===== config.mk =====
export PLATFORM = sky130hd
export DESIGN_NAME = command_line_argument_splitter_top
export DESIGN_NICKNAME = d
export VERILOG_FILES = /design/src/design/cals_pkg.sv /design/src/design/cals_front.sv /design/src/design/cals_queue.sv /design/src/design/cals_back.sv /design/src/design/command_line_argument_splitter_top.sv
export SDC_FILE = /design/constraint.sdc
export NUM_CORES = 1
export LEC_CHECK = 0
export ABC_AREA = 1
export BUFFER_PORTS_ARGS = -buffer_cell sky130_fd_sc_hd__buf_2
export CORE_ASPECT_RATIO = 0.5
export CORE_MARGIN = 3
export CORE_UTILIZATION = 32
export DETAILED_ROUTE_END_ITERATION = 10
export SLEW_MARGIN = 25
export SYNTH_ARGS = -nofsm -noshare
export SYNTH_HDL_FRONTEND = slang
export SYNTH_SLANG_ARGS = --single-unit

===== constraint.sdc =====
create_clock -name clk_i -period 4.4 [get_ports clk_i]
set_input_delay 0.88 -clock clk_i [delete_from_list [all_inputs] [get_ports clk_i]]
set_output_delay 0.88 -clock clk_i [all_outputs]
set_load 0.05 [all_outputs]

===== src/design/cals_pkg.sv =====
// shared types and constants for the command line argument splitter
package cals_pkg;

  localparam int unsigned MAX_RUN_DEF     = 255;
  localparam int unsigned QUEUE_DEPTH_DEF = 4;
  localparam int unsigned MAX_RES         = 3;

  localparam logic [7:0] CH_NUL    = 8'h00;
  localparam logic [7:0] CH_SPACE  = 8'h20;
  localparam logic [7:0] CH_TAB    = 8'h09;
  localparam logic [7:0] CH_QUOTE  = 8'h22;
  localparam logic [7:0] CH_BSLASH = 8'h5C;

  // one result item
  typedef struct packed {
    logic [7:0] out_char;
    logic [7:0] repeat_res;
    logic       arg_end;
  } result_t;

  // all results caused by one input item, slot 0 first
  typedef struct packed {
    result_t [MAX_RES-1:0] res;
    logic [1:0]            num;
  } bundle_t;

  // queue head as seen by the back end
  typedef struct packed {
    logic    valid;
    bundle_t data;
  } q_head_t;

  function automatic result_t mk_res(logic [7:0] ch, logic [7:0] rep, logic fin);
    result_t r;
    r.out_char   = ch;
    r.repeat_res = rep;
    r.arg_end    = fin;
    return r;
  endfunction

endpackage


===== src/design/cals_front.sv =====
// front end: parse state and classification of each byte into a result bundle
module cals_front #(
  parameter int unsigned MaxRun = cals_pkg::MAX_RUN_DEF
) (
  input  logic             clk_i,
  input  logic             rst_ni,
  input  logic             accept_i,
  input  logic [7:0]       in_char_i,
  output cals_pkg::bundle_t bundle_o,
  output logic             has_res_o
);
  import cals_pkg::*;

  localparam logic [7:0] RunCap = (MaxRun < 255) ? 8'(MaxRun) : 8'd255;

  localparam logic [1:0] ModeBetween = 2'd0;
  localparam logic [1:0] ModePlain   = 2'd1;
  localparam logic [1:0] ModeQuoted  = 2'd2;
  localparam logic [1:0] ModeQpend   = 2'd3;

  logic [1:0] mode_q, mode_d;
  logic [7:0] cnt_q, cnt_d;
  bundle_t    b;

  always_comb begin
    logic       done;
    logic       sep;
    logic [1:0] m;
    b       = '0;
    done    = 1'b0;
    mode_d  = mode_q;
    cnt_d   = cnt_q;
    m       = mode_q;
    sep     = (in_char_i == CH_SPACE) || (in_char_i == CH_TAB);

    // pending backslash run
    if (cnt_q != 8'd0) begin
      if (in_char_i == CH_BSLASH) begin
        if (cnt_q < RunCap) begin
          cnt_d = cnt_q + 8'd1;
        end
        done = 1'b1;
      end else if (in_char_i == CH_QUOTE) begin
        cnt_d = 8'd0;
        if (cnt_q[7:1] != 7'd0) begin
          b.res[b.num] = mk_res(CH_BSLASH, {1'b0, cnt_q[7:1]}, 1'b0);
          b.num        = b.num + 2'd1;
        end
        if (cnt_q[0]) begin
          // odd run: escaped quote, quoting untouched
          b.res[b.num] = mk_res(CH_QUOTE, 8'd1, 1'b0);
          b.num        = b.num + 2'd1;
          done         = 1'b1;
        end
      end else begin
        b.res[b.num] = mk_res(CH_BSLASH, cnt_q, 1'b0);
        b.num        = b.num + 2'd1;
        cnt_d        = 8'd0;
      end
    end

    // quote seen inside quotes: doubled or closing
    if (!done && (m == ModeQpend)) begin
      if (in_char_i == CH_QUOTE) begin
        b.res[b.num] = mk_res(CH_QUOTE, 8'd1, 1'b0);
        b.num        = b.num + 2'd1;
        mode_d       = ModeQuoted;
        done         = 1'b1;
      end else begin
        m      = ModePlain;
        mode_d = ModePlain;
      end
    end

    if (!done) begin
      case (m)
        ModeBetween: begin
          if ((in_char_i == CH_NUL) || sep) begin
            mode_d = ModeBetween;
          end else if (in_char_i == CH_QUOTE) begin
            mode_d = ModeQuoted;
          end else if (in_char_i == CH_BSLASH) begin
            mode_d = ModePlain;
            cnt_d  = 8'd1;
          end else begin
            b.res[b.num] = mk_res(in_char_i, 8'd1, 1'b0);
            b.num        = b.num + 2'd1;
            mode_d       = ModePlain;
          end
        end
        ModePlain: begin
          if ((in_char_i == CH_NUL) || sep) begin
            b.res[b.num] = mk_res(CH_NUL, 8'd0, 1'b1);
            b.num        = b.num + 2'd1;
            mode_d       = ModeBetween;
          end else if (in_char_i == CH_QUOTE) begin
            mode_d = ModeQuoted;
          end else if (in_char_i == CH_BSLASH) begin
            cnt_d = 8'd1;
          end else begin
            b.res[b.num] = mk_res(in_char_i, 8'd1, 1'b0);
            b.num        = b.num + 2'd1;
          end
        end
        default: begin
          // inside quotes
          if (in_char_i == CH_NUL) begin
            b.res[b.num] = mk_res(CH_NUL, 8'd0, 1'b1);
            b.num        = b.num + 2'd1;
            mode_d       = ModeBetween;
          end else if (in_char_i == CH_QUOTE) begin
            mode_d = ModeQpend;
          end else if (in_char_i == CH_BSLASH) begin
            cnt_d = 8'd1;
          end else begin
            b.res[b.num] = mk_res(in_char_i, 8'd1, 1'b0);
            b.num        = b.num + 2'd1;
          end
        end
      endcase
    end
  end

  assign bundle_o  = b;
  assign has_res_o = (b.num != 2'd0);

  always_ff @(posedge clk_i or negedge rst_ni) begin
    if (!rst_ni) begin
      mode_q <= ModeBetween;
      cnt_q  <= 8'd0;
    end else if (accept_i) begin
      mode_q <= mode_d;
      cnt_q  <= cnt_d;
    end
  end

endmodule


===== src/design/cals_queue.sv =====
// short bundle queue between front and back end
module cals_queue #(
  parameter int unsigned Depth = cals_pkg::QUEUE_DEPTH_DEF
) (
  input  logic              clk_i,
  input  logic              rst_ni,
  input  logic              push_i,
  input  cals_pkg::bundle_t push_data_i,
  output logic              full_o,
  input  logic              pop_i,
  output cals_pkg::q_head_t head_o
);
  import cals_pkg::*;

  localparam int unsigned PtrW = (Depth > 1) ? $clog2(Depth) : 1;
  localparam int unsigned CntW = $clog2(Depth + 1);

  bundle_t             mem_q [Depth];
  logic [PtrW-1:0]     wr_ptr_q, wr_ptr_d, rd_ptr_q, rd_ptr_d;
  logic [CntW-1:0]     cnt_q, cnt_d;
  logic                do_push, do_pop;

  assign full_o       = (cnt_q == CntW'(Depth));
  assign head_o.valid = (cnt_q != '0);
  assign head_o.data  = mem_q[rd_ptr_q];
  assign do_push      = push_i && !full_o;
  assign do_pop       = pop_i && head_o.valid;

  always_comb begin
    wr_ptr_d = wr_ptr_q;
    rd_ptr_d = rd_ptr_q;
    cnt_d    = cnt_q;
    if (do_push) begin
      wr_ptr_d = (wr_ptr_q == PtrW'(Depth - 1)) ? '0 : wr_ptr_q + PtrW'(1);
    end
    if (do_pop) begin
      rd_ptr_d = (rd_ptr_q == PtrW'(Depth - 1)) ? '0 : rd_ptr_q + PtrW'(1);
    end
    if (do_push && !do_pop) begin
      cnt_d = cnt_q + CntW'(1);
    end else if (do_pop && !do_push) begin
      cnt_d = cnt_q - CntW'(1);
    end
  end

  always_ff @(posedge clk_i) begin
    if (do_push) begin
      mem_q[wr_ptr_q] <= push_data_i;
    end
  end

  always_ff @(posedge clk_i or negedge rst_ni) begin
    if (!rst_ni) begin
      wr_ptr_q <= '0;
      rd_ptr_q <= '0;
      cnt_q    <= '0;
    end else begin
      wr_ptr_q <= wr_ptr_d;
      rd_ptr_q <= rd_ptr_d;
      cnt_q    <= cnt_d;
    end
  end

endmodule


===== src/design/cals_back.sv =====
// back end: serializes one bundle into result items on the output stream
module cals_back (
  input  logic              clk_i,
  input  logic              rst_ni,
  input  cals_pkg::q_head_t head_i,
  output logic              pop_o,
  output logic              m_valid_o,
  input  logic              m_ready_i,
  output cals_pkg::result_t m_res_o,
  output logic              m_last_o
);
  import cals_pkg::*;

  logic       busy_q, busy_d;
  bundle_t    bund_q;
  logic [1:0] idx_q, idx_d;
  logic       fire, last_now, load;

  assign last_now  = (idx_q == (bund_q.num - 2'd1));
  assign fire      = busy_q && m_ready_i;
  assign load      = !busy_q || (fire && last_now);
  assign pop_o     = load && head_i.valid;
  assign m_valid_o = busy_q;
  assign m_res_o   = bund_q.res[idx_q];
  assign m_last_o  = last_now;

  always_comb begin
    busy_d = busy_q;
    idx_d  = idx_q;
    if (load) begin
      busy_d = head_i.valid;
      idx_d  = 2'd0;
    end else if (fire) begin
      idx_d = idx_q + 2'd1;
    end
  end

  always_ff @(posedge clk_i) begin
    if (pop_o) begin
      bund_q <= head_i.data;
    end
  end

  always_ff @(posedge clk_i or negedge rst_ni) begin
    if (!rst_ni) begin
      busy_q <= 1'b0;
      idx_q  <= 2'd0;
    end else begin
      busy_q <= busy_d;
      idx_q  <= idx_d;
    end
  end

endmodule


===== src/design/command_line_argument_splitter_top.sv =====
// top level of the command line argument splitter
//
// channel   dir  tdata                              tuser      tlast
// s_axis    in   [7:0] in_char                      -          -
// m_axis    out  [7:0] out_char, [15:8] repeat_res  [0] arg_end last result of the item
//
// one input byte is taken per cycle while the queue has room; the front end
// classifies it in the same cycle and pushes its one or two results, if any,
// into the bundle queue; the back end sends one result per cycle while
// m_axis_tready is high; that output port sets the sustained rate under heavy output
// reset clears parse mode, backslash count, queue pointers and output valid
// s_axis_tready drops only when the queue is full; output stalls fill the queue
module command_line_argument_splitter_top #(
  parameter int unsigned MAX_RUN     = cals_pkg::MAX_RUN_DEF,
  parameter int unsigned QUEUE_DEPTH = cals_pkg::QUEUE_DEPTH_DEF
) (
  input  logic        clk_i,
  input  logic        rst_ni,
  input  logic        s_axis_tvalid,
  output logic        s_axis_tready,
  input  logic [7:0]  s_axis_tdata,   // [7:0] in_char
  output logic        m_axis_tvalid,
  input  logic        m_axis_tready,
  output logic [15:0] m_axis_tdata,   // [7:0] out_char, [15:8] repeat_res
  output logic        m_axis_tuser,   // [0] arg_end
  output logic        m_axis_tlast
);
  import cals_pkg::*;

  bundle_t   front_bundle;
  logic      front_has_res;
  logic      q_full;
  logic      accept;
  logic      pop;
  q_head_t   head;
  result_t   res;

  // an item enters whenever the queue has room, results or not
  assign s_axis_tready = !q_full;
  assign accept        = s_axis_tvalid && s_axis_tready;

  cals_front #(
    .MaxRun (MAX_RUN)
  ) u_front (
    .clk_i     (clk_i),
    .rst_ni    (rst_ni),
    .accept_i  (accept),
    .in_char_i (s_axis_tdata),
    .bundle_o  (front_bundle),
    .has_res_o (front_has_res)
  );

  // only bytes that produce results take a queue slot
  cals_queue #(
    .Depth (QUEUE_DEPTH)
  ) u_queue (
    .clk_i       (clk_i),
    .rst_ni      (rst_ni),
    .push_i      (accept && front_has_res),
    .push_data_i (front_bundle),
    .full_o      (q_full),
    .pop_i       (pop),
    .head_o      (head)
  );

  cals_back u_back (
    .clk_i     (clk_i),
    .rst_ni    (rst_ni),
    .head_i    (head),
    .pop_o     (pop),
    .m_valid_o (m_axis_tvalid),
    .m_ready_i (m_axis_tready),
    .m_res_o   (res),
    .m_last_o  (m_axis_tlast)
  );

  // pack result fields, lowest first
  assign m_axis_tdata = {res.repeat_res, res.out_char};
  assign m_axis_tuser = res.arg_end;

endmodule

Yosys cells after proc, flatten, opt, wreduce, memory -nomap -nowiden:

Memories as Yosys holds them, arrays and structs flattened. A register that Yosys moved wholly into a read port is not among the register bits.
Cells that the tools add are included.

* memories kept: 1
* input bits: 12
* bits in latches: 0
* flip-flop bits (word level): 20
* memory bits (read-only): 0
* output and inout port bits: 20
* word-level logic and storage cells: 136
* bits in writable memories: 212

Memory list
* u_queue.mem_q: depth 4, width 53, read ports 1, clocked after memory_dff 1, wr ports 1, RTL line cals_queue.sv:18 `bundle_t mem_q [Depth];`

* div/mod/pow operators: 0
* $lt $le $gt $ge: 8
* bitwise gates (word level): 9
* $mul: 0
* equal/unequal tests: 10
* reductions and logical operators: 30
* add/subtract/negate cells: 10
* shift operators: 0
* muxes and demuxes: 61

Operator list (number)
* two-way mux 53 bit: 11
* one-hot mux 53 bit (2 select lines): 1
* demux 17 bit (select 2 bit): 3
* NOT 42 bit: 2
* two-way mux 19 bit: 4
* two-way mux 8 bit: 9
* two-way mux 17 bit: 4
* bitwise mux 51 bit: 1
* AND 48 bit: 1
* NOT 48 bit: 1
* AND 14 x 42 -> 42 bit: 1
* AND 42 bit: 1
* binary-select mux 17 bit (select 2 bit): 1
* two-way mux 34 bit: 1
* two-way mux 2 bit: 14
* two-way mux 18 bit: 1
* == test 8 x 6 -> 1 bit, second input constant: 2
* logical AND 1 bit: 13
* adder 2 x 1 -> 2 bit, second input constant: 6
* less-than comparator 2 x 3 -> 1 bit, second input constant: 4
* bitwise OR 3 x 9 -> 9 bit: 1
* bitwise OR 9 bit: 1
* adder 8 x 1 -> 8 bit, second input constant: 1
* == test 8 x 4 -> 1 bit, second input constant: 1
* 23 further kinds: 43

Longest topological paths before layout:

* depth after elaboration: 40
* gate-level depth with buffers: 30

By module:

A second synthesis with hierarchy kept.

* cells, all modules: 1200
* area, all modules: 13585.5 um2

By module, submodules not included
* cals_queue: instances 1, cells an instance 678, area an instance 9207.6 um2
* cals_back: instances 1, cells an instance 158, area an instance 2193.4 um2
* cals_front: instances 1, cells an instance 359, area an instance 2160.8 um2
* command_line_argument_splitter_top: instances 1, cells an instance 5, area an instance 23.8 um2

Worst setup path before layout:

OpenSTA, ideal clock, no wires.

* path type: input-to-reg
* from: in s_axis_tdata[2]
* to: mem u_queue.mem_q[0][0] in the netlist's numbering (enable)
* library setup time: 404 ps
* stages: 22
* data arrival time: 4108 ps
* setup slack: -112 ps
* data required time: 3996 ps
* cell sequence: nor2_1 nand3_1 nor2_8 nand2_1 nor2_2 inv_1 ha_1 inv_1 nor2_1 nand4_1 nand2_2 inv_2 ha_1 nor2_1 nor2_1 nand3_1 nand2_1 nor2_2 nor2_2 nand3_2 nand2_4 nor2_2

* longest elaborated chain between the ends: 18
* elaborated cells on any way between the ends: 37
* those cells by class: 2 x add/sub; 5 x eq/ne; 21 x mux; 9 x reduce/logical

RTL lines
* start, declared: RTL line command_line_argument_splitter_top.sv:21 `input logic [7:0] s_axis_tdata,`
* == test 8 x 6 -> 1 bit
* two-way mux 19 bit / two-way mux 1 bit (equally long branches): RTL line cals_front.sv:43 `end else if (in_char_i == CH_QUOTE) begin`
* two-way mux 53 bit / two-way mux 1 bit (equally long branches): RTL line cals_front.sv:38 `if (in_char_i == CH_BSLASH) begin`
* two-way mux 53 bit / two-way mux 1 bit (equally long branches): RTL line cals_front.sv:37 `if (cnt_q != 8'd0) begin`
* adder 2 x 1 -> 2 bit / logical NOT 1 bit (equally long branches): RTL line cals_front.sv:66, cals_front.sv:63
* two-way mux 53 bit / logical AND 1 bit (equally long branches): RTL line cals_front.sv:64, cals_front.sv:63
* two-way mux 53 bit: RTL line cals_front.sv:63 `if (!done && (m == ModeQpend)) begin`
* adder 2 x 1 -> 2 bit
* [2 not listed]
* two-way mux 53 bit (on tied branches): RTL line cals_front.sv:107, cals_front.sv:78, cals_front.sv:92
* one-hot mux 53 bit (2 select lines): RTL line cals_front.sv:76 `case (m)`
* two-way mux 53 bit *: RTL line cals_front.sv:75 `if (!done) begin`
* nonzero test 2 bit *: RTL line cals_front.sv:125 `assign has_res_o = (b.num != 2'd0);`
* logical AND 1 bit *: RTL line command_line_argument_splitter_top.sv:59 `.push_i (accept && front_has_res),`
* logical AND 1 bit *: RTL line cals_queue.sv:26 `assign do_push = push_i && !full_o;`
* two-way mux 1 bit *: RTL line cals_queue.sv:47 `if (do_push) begin`
* two-way mux 1 bit (not written as such) *: RTL line cals_queue.sv:48 `mem_q[wr_ptr_q] <= push_data_i;`
* end, declared: RTL line cals_queue.sv:18

Mark *: on every way between the ends. The rest lies on a longest branch, timed or not.

Worst setup path after layout:

* from: reg u_front.cnt_q[2]
* to: reg u_queue.cnt_q[2]

* longest elaborated chain between the ends: 25
* elaborated cells on any way between the ends: 38
* those cells by class: 3 x add/sub; 1 x eq/ne; 22 x mux; 12 x reduce/logical

RTL lines
* start, declared: RTL line cals_front.sv:22 `logic [7:0] cnt_q, cnt_d;`
* start signal, assigned: RTL line cals_front.sv:133 `cnt_q <= cnt_d;`
* nonzero test 7 bit: RTL line cals_front.sv:45 `if (cnt_q[7:1] != 7'd0) begin`
* two-way mux 18 bit: RTL line cals_front.sv:45
* two-way mux 19 bit: RTL line cals_front.sv:43
* two-way mux 19 bit: RTL line cals_front.sv:38
* two-way mux 19 bit: RTL line cals_front.sv:37
* adder 2 x 1 -> 2 bit: RTL line cals_front.sv:52 `b.num = b.num + 2'd1;`
* two-way mux 53 bit: RTL line cals_front.sv:49 `if (cnt_q[0]) begin`
* two-way mux 19 bit: RTL line cals_front.sv:43
* [10 not listed]
* two-way mux 53 bit *: RTL line cals_front.sv:75
* nonzero test 2 bit *: RTL line cals_front.sv:125
* logical AND 1 bit *: RTL line command_line_argument_splitter_top.sv:59
* logical AND 1 bit *: RTL line cals_queue.sv:26
* via u_queue.do_push: RTL line cals_queue.sv:21 `logic do_push, do_pop;`
* logical NOT 1 bit: RTL line cals_queue.sv:41 `end else if (do_pop && !do_push) begin`
* logical AND 1 bit: RTL line cals_queue.sv:41
* nonzero test 2 bit (no line)
* end signal, assigned: RTL line cals_queue.sv:60 `cnt_q <= cnt_d;`
* end, declared: RTL line cals_queue.sv:20 `logic [CntW-1:0] cnt_q, cnt_d;`

Mark *: on every way through the listed nets, which the timed path passes. The rest lies on a longest branch. The select of a mux whose other input is x is not followed.
A chain may end at the register's enable or synchronous reset.

==> run summary <==
Run status - complete, no violations
Int Power - 5.06 mW
Die height - 129 um
Clock Path Buffers - 3
Worst R2R End - u_queue.cnt_q[2]
Post-DR wirelength/cell - 17.5 um
EDFF count, synth - 195
Placed cells - 1,312
Commonest cells in the netlist - 195 x edfxtp_1, 146 x nor2_1, 105 x o21ai_0
Vias in the first global route - 6,709
CP required - 4.78 ns
Ports - 32
Leak Pwr - 4.35 nW
Slowest stage cell, crit path - fa_1
Ys Warns - 0
Mapped Cells - 882
Crit path launch type - register
Worst Tran Pin Value - 0.842 ns
Final cell count without fillers - 1,352
Global route overflow - 0
Crit Path Category - register to register
Initial core utilization - 33.0%
Pre-Repair DR Iteration Count - 5
Top cell type's share of synthesized area - 60.3%
Worst setup margin - 0.352 ns
Area leader, netlist - edfxtp_1
Routed Antenna Nets - 0
Final #Nets - 974
CTS tree - yes
Ys async rst share - 9.30%
FF-to-FF setup slack - 0.35 ns
Register clock-pin slew on the reported worst setup and hold paths - 0.06 ns
GP Congestion - 0.919
Die area - 32,600 um2
Synth top area cells - edfxtp_1 60%, nor2_1 5.6%, o21ai_0 5.4%
Num CTS Buffers - 22
Post-synthesis cell type count - 43
Crit path time final - 4.05 ns
Reg2Reg Depth - 29
Worst Setup End Kind - register
Cell Area, Synth - 9710 um2
Vias per cell - 4.99
Hold WS - 0.342 ns
Data arrival, critical path - 4.43 ns
Seq pwr share - 39.0%
Detailed Route Iter0 Violations - 504
Sinks on Clock Net - 215
Layout Skew - 0.0166 ns
Fmax - 247 MHz
Pre-CTS WS - -0.0178 ns
Root Buffer - clkbuf_16
Most frequent cell after synthesis - edfxtp_1
Post-Syn Nets - 910
Final wirelength - 23.6 mm
RSZ-0062 raised after global routing - no
Switching Fraction - 40.4%
Hold/Removal Path Class - input port to async pin
Number of port buffers - 31
Post-DP HPWL - 15.2 mm
Worst flop-to-flop path startpoint - u_front.cnt_q[2]
Worst path max stage delay - 0.43 ns
Hold Violations, Final - 0
Setup TNS - 0 ns
Worst skew pair latency - 0.51 ns
Clk pwr share - 21.1%
Core area - 29,500 um2
Final Cycle Share - 92.0%
Maximum VDD drop - 296 uV
H-Tree Depth - 1
DR vias - 6,752
Worst Path Max Fanout - 5
Worst slew margin - 43.5%
WP buf/inv - 6
Hold buffers post-CTS - 0
Horiz. Die Dim - 252 um
Cell Rows - 44
Global-route wire length before repair - 37.1 mm
Area grow syn2layout - 16.9%
Largest net degree at the start of global routing - 80
Initial antenna violation count - 0
Mapped Avg Cell Area - 11.0 um2
Layout cells sized above 1 - 18.1%
Final setup vio count - 0
Max-slew violation count - 0
Antenna cells - 0
Layout Utilization - 38.5%
CP delay by family, top - simple AND/OR/NAND/NOR gates
Seq/Total Area, Yosys - 65.4%
Pwr dens - 748 nW/um2
Comb power frac - 39.9%
Top_reg_cell synth - edfxtp_1
Number of max-cap violations - 0
Yosys reg bits - 215
Gr usage total - 14.4%
Residual DRC - 0
Sw Pwr - 3.43 mW
==> through the flow <==
stage	total power, mW	cell area [um2]
after floorplan	5.60	9710
after global placement	6.67	10600
after detailed placement	6.75	10600
after CTS	8.56	11300
after global routing	9.01	11400
final	8.49	11400
==> worst register-to-register path: cells and delay by family, from the launching register on <==
kind / cells / cell delay [ns]
xor+xnor: 1 / 0.14
fa+ha+maj: 5 / 1.34
buf+inv: 6 / 0.37
simple gates: 15 / 1.44
compound gates: 2 / 0.25
flops: 1 / 0.40
==> power groups by stage <==
stage          clock network, mW  logic (mW)  registers, mW
2_1_floorplan                  0        2.29           3.31
3_3_place_gp                   0        3.33           3.34
3_5_place_dp                   0        3.39           3.36
4_1_cts                     1.83        3.41           3.32
5_1_grt                     1.92        3.73           3.37
6_report                    1.79        3.38           3.31
==> registers in the layout, indices dropped and copies added, names as in the netlist <==
register          count
u_front.cnt_q         8
u_back.bund_q        39
u_back.idx_q          2
u_back.m_valid_o      1
u_front.mode_q        2
u_queue.cnt_q         3
u_queue.mem_q       156
u_queue.rd_ptr_q      2
u_queue.wr_ptr_q      2
==> worst max path at each step <==
stage                     depth (start not counted)  slack (ns)                   to        startpoint
after floorplan                                  22       -0.11  u_queue.mem_q[0][0]   s_axis_tdata[2]
after global placement                           29       0.002     u_queue.cnt_q[2]   s_axis_tdata[2]
after detailed placement                         29       -0.02     u_queue.cnt_q[2]   s_axis_tdata[2]
after CTS                                        29        0.12     u_queue.cnt_q[2]  u_front.cnt_q[2]
after global routing                             29        0.07     u_queue.cnt_q[2]  u_front.cnt_q[2]
final                                            29        0.35     u_queue.cnt_q[2]  u_front.cnt_q[2]
==> cell type report <==
type,instances,area [um2]
inverter,74,283
multi-input combinational,557,2990
fill,2822,18100
sequential,215,6360
timing repair buffer,76,543
clock buffer,24,558
tap,391,489
clock inverter,15,133
==> what timing repair did <==
| action | CTS | global route |
|---|---|---|
| setup endpoints to repair | 0 | 26 |
| setup buffers | 0 | 1 |
| gates resized for setup | 0 | 6 |
==> routing by layer <==
metal  GRT usage, %  vias up  part of all wire, %
li1               -     3243                    -
met1           19.4     3324                   45
met2           24.9      154                   48
met3           2.15       31                  4.8
met4           3.52        0                  1.7
met5              0        -                    0
==> cell families after synthesis <==
group	share of synthesized area, %
flip-flops	65.4
XOR/XNOR	0.361
buffers and inverters	4.38
AO/OA/AOI/OAI	11.4
adder cells (fa/ha/maj)	2.14
multiplexers	0.116
AND/OR/NAND/NOR	16.1
==> cell usage in the layout, fill, tap and decap left out, types with 9 or more instances in the layout <==
master	n
o22ai_1	44
clkinv_1	9
buf_4	41
clkbuf_16	22
nor2_2	13
o21ai_0	105
nand2_2	13
nor2_1	145
nor3_1	11
inv_1	55
a21oi_1	19
o31ai_1	12
edfxtp_1	195
dfrtp_1	19
nand2_1	102
buf_2	31
ha_1	14
inv_2	16
nand3_1	32
Power figures use the tool's default switching activity.
